--- src/rtl/core/rau_pkg.sv ---
// ----------------------------------------------------------------------------
// rau_pkg
// shared types and constants for the rational arithmetic unit
// ----------------------------------------------------------------------------
package rau_pkg;

    localparam int OPERAND_WIDTH = 16;
    localparam int NUM_W = 33;
    localparam int DEN_W = 31;

    localparam logic [3:0] KIND_ADD = 4'd0;
    localparam logic [3:0] KIND_SUB = 4'd1;
    localparam logic [3:0] KIND_MUL = 4'd2;
    localparam logic [3:0] KIND_DIV = 4'd3;
    localparam logic [3:0] KIND_EQ  = 4'd4;
    localparam logic [3:0] KIND_LT  = 4'd5;
    localparam logic [3:0] KIND_GT  = 4'd6;
    localparam logic [3:0] KIND_LE  = 4'd7;
    localparam logic [3:0] KIND_GE  = 4'd8;

    typedef struct packed {
        logic [3:0]                    kind;
        logic signed [OPERAND_WIDTH-1:0] a_num;
        logic signed [OPERAND_WIDTH-1:0] a_den;
        logic signed [OPERAND_WIDTH-1:0] b_num;
        logic signed [OPERAND_WIDTH-1:0] b_den;
    } in_item_t;

    typedef struct packed {
        logic signed [NUM_W-1:0] res_num;
        logic [DEN_W-1:0]        res_den;
        logic                    truth;
        logic                    div_by_zero;
    } out_item_t;

    // controller to datapath
    typedef struct packed {
        logic load;
        logic prep;
        logic gcd_step;
        logic div_start;
        logic div_step;
        logic finish;
    } cmd_t;

    // datapath to controller
    typedef struct packed {
        logic direct;
        logic gcd_done;
        logic div_done;
    } sts_t;

endpackage

--- src/rtl/core/rau_ctrl.sv ---
// ----------------------------------------------------------------------------
// rau_ctrl
// sequencer: load, products, gcd loop, two divisions, output hold
// ----------------------------------------------------------------------------
module rau_ctrl (
    input  logic           clk,
    input  logic           rst_n,
    input  logic           in_valid,
    output logic           in_ready,
    output logic           out_valid,
    input  logic           out_ready,
    input  rau_pkg::sts_t  sts,
    output rau_pkg::cmd_t  cmd
);
    import rau_pkg::*;

    localparam logic [2:0] S_IDLE = 3'd0;
    localparam logic [2:0] S_PROD = 3'd1;
    localparam logic [2:0] S_SUM  = 3'd2;
    localparam logic [2:0] S_GCD  = 3'd3;
    localparam logic [2:0] S_DIV  = 3'd4;
    localparam logic [2:0] S_OUT  = 3'd5;

    logic [2:0] state_reg, state_next;
    logic       second_reg, second_next;

    always_comb
    begin
        state_next = state_reg;
        second_next = second_reg;
        cmd = '0;
        in_ready = (state_reg == S_IDLE);
        out_valid = (state_reg == S_OUT);
        case (state_reg)
            S_IDLE:
                if (in_valid)
                begin
                    cmd.load = 1'b1;
                    state_next = S_PROD;
                end
            S_PROD:
            begin
                cmd.prep = 1'b1;
                state_next = S_SUM;
            end
            S_SUM:
            begin
                cmd.finish = 1'b1;
                state_next = sts.direct ? S_OUT : S_GCD;
            end
            S_GCD:
                if (sts.gcd_done)
                begin
                    cmd.div_start = 1'b1;
                    second_next = 1'b0;
                    state_next = S_DIV;
                end
                else
                    cmd.gcd_step = 1'b1;
            S_DIV:
                if (sts.div_done)
                begin
                    if (second_reg)
                        state_next = S_OUT;
                    else
                    begin
                        // numerator done, start on the denominator
                        cmd.div_start = 1'b1;
                        second_next = 1'b1;
                    end
                end
                else
                    cmd.div_step = 1'b1;
            S_OUT:
                if (out_ready)
                    state_next = S_IDLE;
            default: state_next = S_IDLE;
        endcase
    end

    always_ff @(posedge clk or negedge rst_n)
    begin
        if (!rst_n)
        begin
            state_reg <= S_IDLE;
            second_reg <= 1'b0;
        end
        else
        begin
            state_reg <= state_next;
            second_reg <= second_next;
        end
    end

    assert property (@(posedge clk) disable iff (!rst_n)
        !(in_ready && out_valid)) else $error("accept while holding result");
    assert property (@(posedge clk) disable iff (!rst_n)
        $onehot0({cmd.load, cmd.prep, cmd.finish, cmd.gcd_step, cmd.div_step}))
        else $error("overlapping commands");
    assert property (@(posedge clk) disable iff (!rst_n)
        cmd.load |=> state_reg == S_PROD) else $error("load without products");

endmodule

--- config.mk ---
export PLATFORM = sky130hd
export DESIGN_NAME = rau_ctrl
export DESIGN_NICKNAME = d
export VERILOG_FILES = /design/src/rtl/core/rau_pkg.sv /design/src/rtl/core/rau_ctrl.sv
export SDC_FILE = /design/constraint.sdc
export NUM_CORES = 1
export LEC_CHECK = 0
export ABC_AREA = 1
export BUFFER_PORTS_ARGS = -buffer_cell sky130_fd_sc_hd__buf_4
export CAP_MARGIN = 0
export CORE_AREA = 5 5 42 44
export CTS_BUF_LIST = sky130_fd_sc_hd__clkbuf_4
export CTS_CLUSTER_DIAMETER = 40
export DETAILED_ROUTE_END_ITERATION = 10
export DIE_AREA = 0 0 47 49
export PLACE_DENSITY = 0.49
export REMOVE_ABC_BUFFERS = 1
export SYNTH_ARGS = -nofsm -noshare
export SYNTH_HDL_FRONTEND = slang
export SYNTH_SLANG_ARGS = --single-unit
--- constraint.sdc ---
create_clock -name clk -period 1.3 [get_ports clk]
set_clock_uncertainty 0.1 [all_clocks]
set_input_delay 0 -clock clk [delete_from_list [all_inputs] [get_ports clk]]
set_output_delay 0 -clock clk [all_outputs]
set_load 0.005 [all_outputs]
# Word level (Yosys, flattened, before mapping)
# Index checks and enable logic that the tools add are counted.
op_classes:
  n_addsub: 0
  multipliers: 0
  div: 0
  n_lt_le_gt_ge: 0
  eq_ne: 10
  shifts: 0
  mux: 22
  bitwise: 0
  reduce_logical: 4
op_table:
  columns: ["operator", "count"]
  rows:
  - ["two-way mux 3 bit", 6]
  - ["case mux 3 bit (6 select lines)", 1]
  - ["two-way mux 1 bit", 13]
  - ["!= test 2 bit, second input constant", 4]
  - ["equality test 3 x 2 -> 1 bit, second input constant", 2]
  - ["equality test 3 bit, second input constant", 2]
  - ["AND reduction 5 bit", 1]
  - ["case mux 1 bit (2 select lines)", 2]
  - ["equality test 3 x 1 -> 1 bit, second input constant", 1]
  - ["zero test 3 bit", 1]
  - ["AND reduction 3 bit", 1]
  - ["!= test 2 x 1 -> 1 bit, second input constant", 1]
  - ["nonzero test 2 bit", 1]
word_totals:
  reg_bits: 4
  latchBits: 0
  ram_bits: 0
  romBits: 0
  inputBits: 7
  output_inout_bits: 8
  elab_cells: 38
  n_memories: 0

# Longest topological paths before layout
# Gate-level depths: netlist of the first run.
depth:
  depth_word: 3
  ltp_mapped: 8
  mapped_depth_nobuf: 8

# Worst setup path before layout of the first run
# No wires, ideal clock.
synth_path:
  path_type: "reg-to-reg"
  start: "register state_reg[0]"
  end: "register state_reg[2]"
  setup_time_ps: 116
  t_arrival_ps: 914
  t_required_ps: 1084
  slack_ps: 169
  path_stages_with_launch: 8
  path_buffers: 1
  period_less_slack_ps: 1131
  cell_sequence: "dfrtp_1 > buf_6 > nor2_4 > nand3_1 > nand2_1 > nor2_2 > nand3_1 > nand2_1"
synth_between:
  elab_chain_cells: 3
  elab_cells_between_ends: 13
  classes_between: "eq/ne: 10; mux: 1; reduce/logical: 2"
synth_lines:
  columns: ["element", "line_no", "text"]
  rows:
  - ["start: declaration", "rau_ctrl.sv:24", "logic [2:0] state_reg, state_next;"]
  - ["start signal: assignment", "rau_ctrl.sv:90", "state_reg <= state_next;"]
  - ["equality test 3 bit, or another cell as far along", "rau_ctrl.sv:34", "case (state_reg)"]
  - ["!= test 2 bit (no line) / != test 2 x 1 -> 1 bit (equally long branches)", null, null]
  - ["AND reduction 5 bit (no line)", null, null]
# Parallel ways exist; a longest one is shown, timed or not.
# A chain may end at the register's enable or synchronous reset.

# Final worst setup path of the first run
layout_path:
  start: "register state_reg[2]"
  end: "register state_reg[2]"
# Same word-level chain as after synthesis.

==> results.yml, run 1 <==
run_status:
  status: "finished clean"
sta:
  fin_crit_ns: 1.28
  max_slew_margin_pct: 86.7
  slew_viol_final: 0
  worst-slew-pin-transition_ns: 0.197
  post-route-period-util_pct: 98.5
  setup-tns-final_ns: 0
  setup_viol: 0
  hold_viol_final: 0
  max_freq_mhz: 781
  rsz0062_at_grt: "yes"
worst_hold_path:
  hp-class: "primary input to flop"
  hold-path-cell-count: 3
drt:
  wl_per_cell_um: 8.99
  routed_wl_um: 845
  first_pass_iters: 2
  viasPerCell: 4.31
  drt_iter0_markers: 2
  vias: 405
  ant_nets: 0
  drcViolationCount: 0
power_and_ir_drop:
  clockPowerShare_pct: 12.4
  p_sw_share_pct: 41.4
  seqPwrFrac_pct: 22.3
  power_leakage_nw: 0.351
  switching_power_w: 0.000505
  vdd_drop_max_mv: 0.910
  power.density_mw_per_mm2: 2040
  comb_power_share_pct: 65.3
  p_int_w: 0.000716
  power_w: 0.00122
yosys:
  synth_seq_cells: 4
  yosysSeqAreaShare_pct: 29.2
  avgSynthCellArea_um2: 6.86
  syn-cell-area_um2: 343
  netlist_instances: 50
  ys_types: 16
  yosysWarnings: 0
setup_path:
  worstSetupPathType: "flop to flop"
  arrival_ns: 1.30
  ff2ff_setup_slack_ns: 0.02
  r2r_cells: 7
  r2r-start: "state_reg[2]"
  startpoint: "state_reg[2]"
  critPathMaxFanout: 6
  end_kind: "flop"
  cp.required_ns: 1.32
  crit_end: "state_reg[2]"
  r2r-end: "state_reg[2]"
  start_kind: "flop"
floorplan:
  die_w_um: 47
  rows: 14
  core-area_mm2: 0.00140
  die_height_um: 49
  start_util_pct: 24.5
  die-area_mm2: 0.00230
  pin_count: 15
grt:
  grt_max_degree: 7
  overflow: 0
  grt_pass1_vias: 355
  grt_usage_pct: 8.12
  grt_pass1_wl_um: 1380
  antenna_found_initial: 0
place:
  placed_area_um2: 475
  portBuffers: 14
  gp_congestion: 0.713
  post-dp-hpwl_um: 655
layout:
  fillCellCount: 146
  most-common-layout-cells: "buf_4 (22), nand2_1 (10), inv_1 (9), nand3_1 (4)"
  nNetsFinal: 87
  areaGrowthSynthToFinish_pct: 74.8
  stdcell_area_um2: 599
  final_common_cell: "buf_4"
  seq_area_um2: 103
  insertedDiodeCount: 0
  post-route-util_pct: 42.8
  drive_gt1_share_pct: 55.1
  largest_reg_flops: 3
  multi_input_area_um2: 191
cts:
  clockBufferDepth: 2
  cts_buffers: 3
  cts_htree_levels: 1
  cts_tree: "built"
  clkTransAtPathRegs_ns: 0.04
  clock_latency_ns: 0.23
  clock-sinks: 4
  root_buffer: "clkbuf_4"
flow_run:
  cap_violations: 0
-- repair_timing --
action | in CTS | in global routing
cloned | 0 | 0
hold buffers | 3 | 0
setup endpoints to repair | 2 | 8
gates resized for setup | 4 | 5
hold endpoints to repair | 5 | 0
pin swaps | 3 | 4
buffers inserted | 4 | 2
-- critical path: stages (launching register included) --
cell and delay [ns]:
dfrtp_2 0.45, nor2_4 0.15, nand3_2 0.09, buf_4 0.14
nand2_2 0.05, inv_2 0.04, nand3_1 0.07, nand2_1 0.06
-- kinds of logic (layout without fill, tap and decap cells) --
logic type,Yosys count,after routing,share of synthesized area (%)
AOI/OAI and AO/OA,6,6,10.2
buffers and inverters,14,42,19.7
DFF,4,4,29.2
and+or+nand+nor,26,26,40.9
-- metal layers --
layer | GRT usage [%] | wire length [um] | vias up
met3 | 1.11 | 44 | 2
li1 | - | - | 211
met4 | 5.53 | 21 | 0
met5 | 0 | 0 | -
met2 | 12.7 | 416 | 9
met1 | 9.76 | 363 | 183
-- how the worst min path moves through the flow --
stage | from | endpoint | slack (ns)
after floorplan | rst_n | second_reg | -0.40
after global placement | rst_n | state_reg[2] | -0.30
after detailed placement | rst_n | state_reg[0] | -0.30
after CTS | sts[0] | second_reg | 0.03
after global routing | sts[0] | second_reg | 0.06
final | sts[0] | second_reg | 0.03
-- synthesized netlist by cell type (all sizes together) --
| cell type | number | area, um2 |
|---|---|---|
| o22ai | 1 | 6.26 |
| nor2 | 6 | 40.0 |
| nand2 | 13 | 53.8 |
| o21ai | 3 | 15.0 |
| nand3 | 6 | 35.0 |
| dfrtp | 4 | 100 |
| buf | 2 | 22.5 |
| o221ai | 1 | 8.76 |
| inv | 12 | 45.1 |
| nand3b | 1 | 11.3 |
| a21oi | 1 | 5.00 |
-- power groups by stage --
stage	sequential, W	clock (W)	combinational (W)
finish	0.000273	0.000151	0.000797
global route	0.000281	0.000180	0.000895
CTS	0.000266	0.000160	0.000761
detailed placement	0.000268	0	0.000661
global placement	0.000267	0	0.000659
floorplan	0.000277	0	0.000364
-- per-stage QoR --
step	setup slack (ns)	hold slack [ns]	instances
after floorplan	0.0880	-0.396	48
after global placement	0.0512	-0.304	82
after detailed placement	0.0378	-0.304	82
after CTS	-0.0139	0.0313	92
after global routing	-0.0718	0.0625	94
final	0.0190	0.0330	94
-- cell type report --
| cell class | count | share of cell area (%) |
|---|---|---|
| multi-input cells | 32 | 31.9 |
| repair buffers | 27 | 36.3 |
| well taps | 16 | 3.34 |
| inverters | 12 | 7.52 |
| clock buffers | 3 | 3.76 |
| flip-flops and latches | 4 | 17.1 |
Note: power is estimated with default switching activity, not from simulation.
==> inputs of run 2 (changes only) <==
REMOVE_ABC_BUFFERS = unset   (was 1)
==> results.yml, run 2 (same netlist as run 1, synthesis figures left out) <==
layout:
  nNetsFinal: 81
  drive_gt1_share_pct: 47.2
  insertedDiodeCount: 0
  most-common-layout-cells: "buf_4 (18), inv_1 (10), nand2_1 (10), nand3_1 (5)"
  fillCellCount: 163
  largest_reg_flops: 3
  final_common_cell: "buf_4"
  areaGrowthSynthToFinish_pct: 58.0
setup_path:
  end_kind: "primary output"
  r2r-end: "state_reg[2]"
  r2r_cells: 7
  start_kind: "flop"
  arrival_ns: 1.17
  r2r-start: "state_reg[2]"
  worstSetupPathType: "flop to primary output"
  critPathMaxFanout: 4
  cp.required_ns: 1.20
  ff2ff_setup_slack_ns: 0.07
sta:
  slew_viol_final: 0
  fin_crit_ns: 1.27
  max_slew_margin_pct: 87.4
  setup_viol: 0
  post-route-period-util_pct: 98.0
  hold_viol_final: 0
  finalWorstSetupSlack_ns: 0.0254
  max_freq_mhz: 785
  rsz0062_at_grt: "yes"
  worst-slew-pin-transition_ns: 0.186
cts:
  clock_latency_ns: 0.23
  root_buffer: "clkbuf_4"
  cts_htree_levels: 1
  clkTransAtPathRegs_ns: 0.03
  cts_tree: "built"
  clockBufferDepth: 2
  cts_buffers: 3
  clock-sinks: 4
worst_hold_path:
  hold_end: "second_reg"
  hp-class: "primary input to flop"
  hold-path-cell-count: 3
  worstHoldStart: "sts[0]"
drt:
  routed_wl_um: 851
  first_pass_iters: 2
  viasPerCell: 4.30
  wl_per_cell_um: 9.67
  drt_iter0_markers: 1
  drcViolationCount: 0
  vias: 378
  ant_nets: 0
floorplan:
  start_util_pct: 24.5
  core-area_mm2: 0.00140
  rows: 14
  die_height_um: 49
  pin_count: 15
  die_w_um: 47
  die-area_mm2: 0.00230
grt:
  overflow: 0
  grt_usage_pct: 9.19
  grt_pass1_vias: 368
  grt_pass1_wl_um: 1500
  antenna_found_initial: 0
  grt_max_degree: 8
place:
  post-dp-hpwl_um: 671
  pre_cts_slack_ns: 0.0131
  gp_congestion: 0.752
  portBuffers: 14
power_and_ir_drop:
  vdd_drop_max_mv: 1.24
  power_w: 0.00111
  power.density_mw_per_mm2: 2050
  power_leakage_nw: 0.322
flow_run:
  cap_violations: 0
run_status:
  status: "finished clean"
yosys:
  synth_nets: 57
==> run 2: cell count changes in the layout (fill, tap and decap cells not counted) <==
cell     previous run  this run
nor2_1              2         3
buf_4              22        18
inv_2               3         1
nand3_2             2         1
inv_1               9        10
buf_6               2         0
inv_4               0         1
nor2_2              2         1
nand3_1             4         5
==> run 2: through the flow <==
step	TNS [ns]	area [um2]	util [%]	hold WS, ns	instances
2_1_floorplan	0	343	-	-0.396	50
3_3_place_gp	0	460	32.9	-0.303	80
3_5_place_dp	0	460	32.9	-0.302	80
4_1_cts	-0.0188	524	37.4	0.0129	87
5_1_grt	-0.0891	542	38.7	0.0525	88
6_report	0	542	38.7	0.0313	88
==> run 2: cell type report <==
class	instances	area [um2]	area share, %
flip-flops and latches	4	103	18.9
multi-input cells	32	184	33.9
clock buffers	3	22.5	4.16
inverters	12	47.5	8.78
well taps	16	20.0	3.70
repair buffers	21	165	30.5
==> run 2: power by group <==
part | switching [W] | leakage (nW) | internal [W]
Clock | 0.0000488 | 0.0138 | 0.000103
Combinational | 0.000344 | 0.261 | 0.000337
Sequential | 0.0000851 | 0.0467 | 0.000192
==> run 2: worst max path at each step <==
stage / startpoint / end / cells past startpoint
finish: state_reg[1] / cmd[2] / 5
detailed placement: state_reg[2] / state_reg[2] / 7
global route: state_reg[1] / cmd[2] / 5
floorplan: state_reg[0] / state_reg[2] / 7
global placement: state_reg[2] / state_reg[2] / 7
CTS: state_reg[1] / cmd[2] / 5
==> run 2: per-layer routing <==
metal	vias to the layer above	GRT usage, %	part of all wire, %
li1	198	-	-
met1	165	10.5	39
met2	13	13.6	50
met3	2	6.27	9.2
met4	0	2.76	1.9
met5	-	0	0
==> run 2: repair_timing <==
item / CTS / global route
gates resized for setup: 2 / 3
hold endpoints to repair: 5 / 0
pin swaps: 0 / 3
hold buffers: 3 / 0
buffers inserted: 1 / 1
setup endpoints to repair: 1 / 9
==> run 2: worst max-delay path: stages (launching register included) <==
cell	delay, ns
dfrtp_2	0.41
inv_4	0.06
nor2_4	0.14
nand2_2	0.07
o22ai_2	0.13
buf_4	0.13
==> inputs of run 3 (changes only) <==
==> constraint.sdc (replaced) <==
create_clock -name clk -period 1.3 [get_ports clk]
set_clock_uncertainty 0.1 [all_clocks]
set_input_delay 0.065 -clock clk [delete_from_list [all_inputs] [get_ports clk]]
set_output_delay 0.065 -clock clk [all_outputs]
set_load 0.005 [all_outputs]
==> results.yml, run 3 (same netlist as run 1, synthesis figures left out) <==
sta:
  slew_viol_final: 0
  fin_crit_ns: 1.35
  max_freq_mhz: 742
  hold_viol_final: 0
  worst-slew-pin-transition_ns: 0.176
  rsz0062_at_grt: "yes"
  finalWorstSetupSlack_ns: -0.0474
  max_slew_margin_pct: 88.1
  setup-tns-final_ns: -0.0928
  post-route-period-util_pct: 104
  setup_viol: 3
run_status:
  status: "finished, violations left"
  violations: "setup timing"
setup_path:
  worstSetupPathType: "flop to primary output"
  start_kind: "flop"
  r2r-start: "state_reg[2]"
  path_cells: "nor2_4, nand3b_2, o22ai_2, buf_4"
  end_kind: "primary output"
  cpPeakStageDelay_ns: 0.43
  r2r_cells: 7
  arrival_ns: 1.18
  r2r-end: "state_reg[0]"
  cp.required_ns: 1.13
  worst_path_max_delay_cell: "dfrtp_2"
  critPathMaxFanout: 5
  ff2ff_setup_slack_ns: 0.04
grt:
  grt_max_degree: 8
  antenna_found_initial: 0
  grt_pass1_vias: 385
  overflow: 0
  grt_usage_pct: 9.76
  grt_pass1_wl_um: 1600
drt:
  ant_nets: 0
  first_pass_iters: 3
  routed_wl_um: 918
  drt_iter0_markers: 1
  viasPerCell: 4.38
  wl_per_cell_um: 10.1
  drcViolationCount: 0
  vias: 399
cts:
  clock_latency_ns: 0.24
  clockBufferDepth: 2
  cts_tree: "built"
  cts_buffers: 3
  root_buffer: "clkbuf_4"
  cts_htree_levels: 1
  clock-sinks: 4
  clkTransAtPathRegs_ns: 0.04
power_and_ir_drop:
  power.density_mw_per_mm2: 2110
  power_leakage_nw: 0.339
  vdd_drop_max_mv: 1.26
floorplan:
  die_height_um: 49
  die_w_um: 47
  start_util_pct: 24.5
  pin_count: 15
  core-area_mm2: 0.00140
  die-area_mm2: 0.00230
  rows: 14
place:
  post-dp-hpwl_um: 671
  gp_congestion: 0.752
  portBuffers: 14
  placed_area_um2: 460
layout:
  stdcell_area_um2: 583
  nNetsFinal: 84
  largest_reg_flops: 3
  most-common-layout-cells: "buf_4 (19), nand2_1 (9), inv_1 (8), inv_2 (4), nand2_2 (4)"
  post-route-util_pct: 41.6
  final_common_cell: "buf_4"
  areaGrowthSynthToFinish_pct: 70.1
  drive_gt1_share_pct: 57.3
  insertedDiodeCount: 0
worst_hold_path:
  hp-class: "primary input to asynchronous set/reset pin"
yosys:
  synth_nets: 57
flow_run:
  cap_violations: 0
==> run 3: worst max-delay path by stage <==
stage | start | end | slack [ns]
global placement | state_reg[2] | state_reg[2] | 0.02
detailed placement | state_reg[2] | state_reg[2] | 0.01
floorplan | state_reg[0] | state_reg[2] | 0.17
finish | state_reg[1] | cmd[2] | -0.05
global route | state_reg[1] | cmd[0] | -0.13
CTS | state_reg[1] | cmd[2] | -0.07
==> run 3: stage by stage <==
stage | hold slack [ns] | std cells | power (W) | worst slack [ns]
2_1_floorplan | -0.331 | 50 | 0.000705 | 0.169
3_3_place_gp | -0.238 | 80 | 0.000907 | 0.0246
3_5_place_dp | -0.237 | 80 | 0.000906 | 0.0131
4_1_cts | 0.0558 | 90 | 0.00117 | -0.0747
5_1_grt | 0.0704 | 91 | 0.00136 | -0.129
6_report | 0.0624 | 91 | 0.00123 | -0.0474
==> run 3: repair_timing <==
action,4_1_cts,5_1_grt
resized for setup,1,11
endpoints found under the setup margin,4,11
hold buffers,2,0
hold endpoints to repair,5,0
pin swaps,1,5
setup buffers,5,1
==> run 3: cell type report <==
type / instances / area [um2]
fillers: 155 / 818
multi-input cells: 32 / 196
repair buffers: 24 / 196
flip-flops and latches: 4 / 103
inverters: 12 / 45.0
clock buffers: 3 / 22.5
well taps: 16 / 20.0
==> run 3: per-layer routing <==
layer / vias up / wire length [um] / share of wire [%] / track usage, %
li1: 204 / - / - / -
met4: 0 / 16 / 1.7 / 2.76
met1: 180 / 345 / 38 / 11.1
met3: 2 / 79 / 8.6 / 6.27
met2: 13 / 477 / 52 / 14.7
met5: - / 0 / 0 / 0
==> run 3: where the power goes <==
| part | total, W | internal, W | switching (W) |
|---|---|---|---|
| Clock | 0.000153 | 0.000103 | 0.0000496 |
| Sequential | 0.000275 | 0.000192 | 0.0000827 |
| Combinational | 0.000803 | 0.000416 | 0.000386 |
| Total | 0.00123 | 0.000712 | 0.000519 |
==> run 3: critical path, delay by kind of cell (launching register included) <==
kind	cells	cell delay [ns]
AOI/OAI and AO/OA	1	0.10
buffers and inverters	1	0.13
DFF	1	0.43
and+or+nand+nor	2	0.30
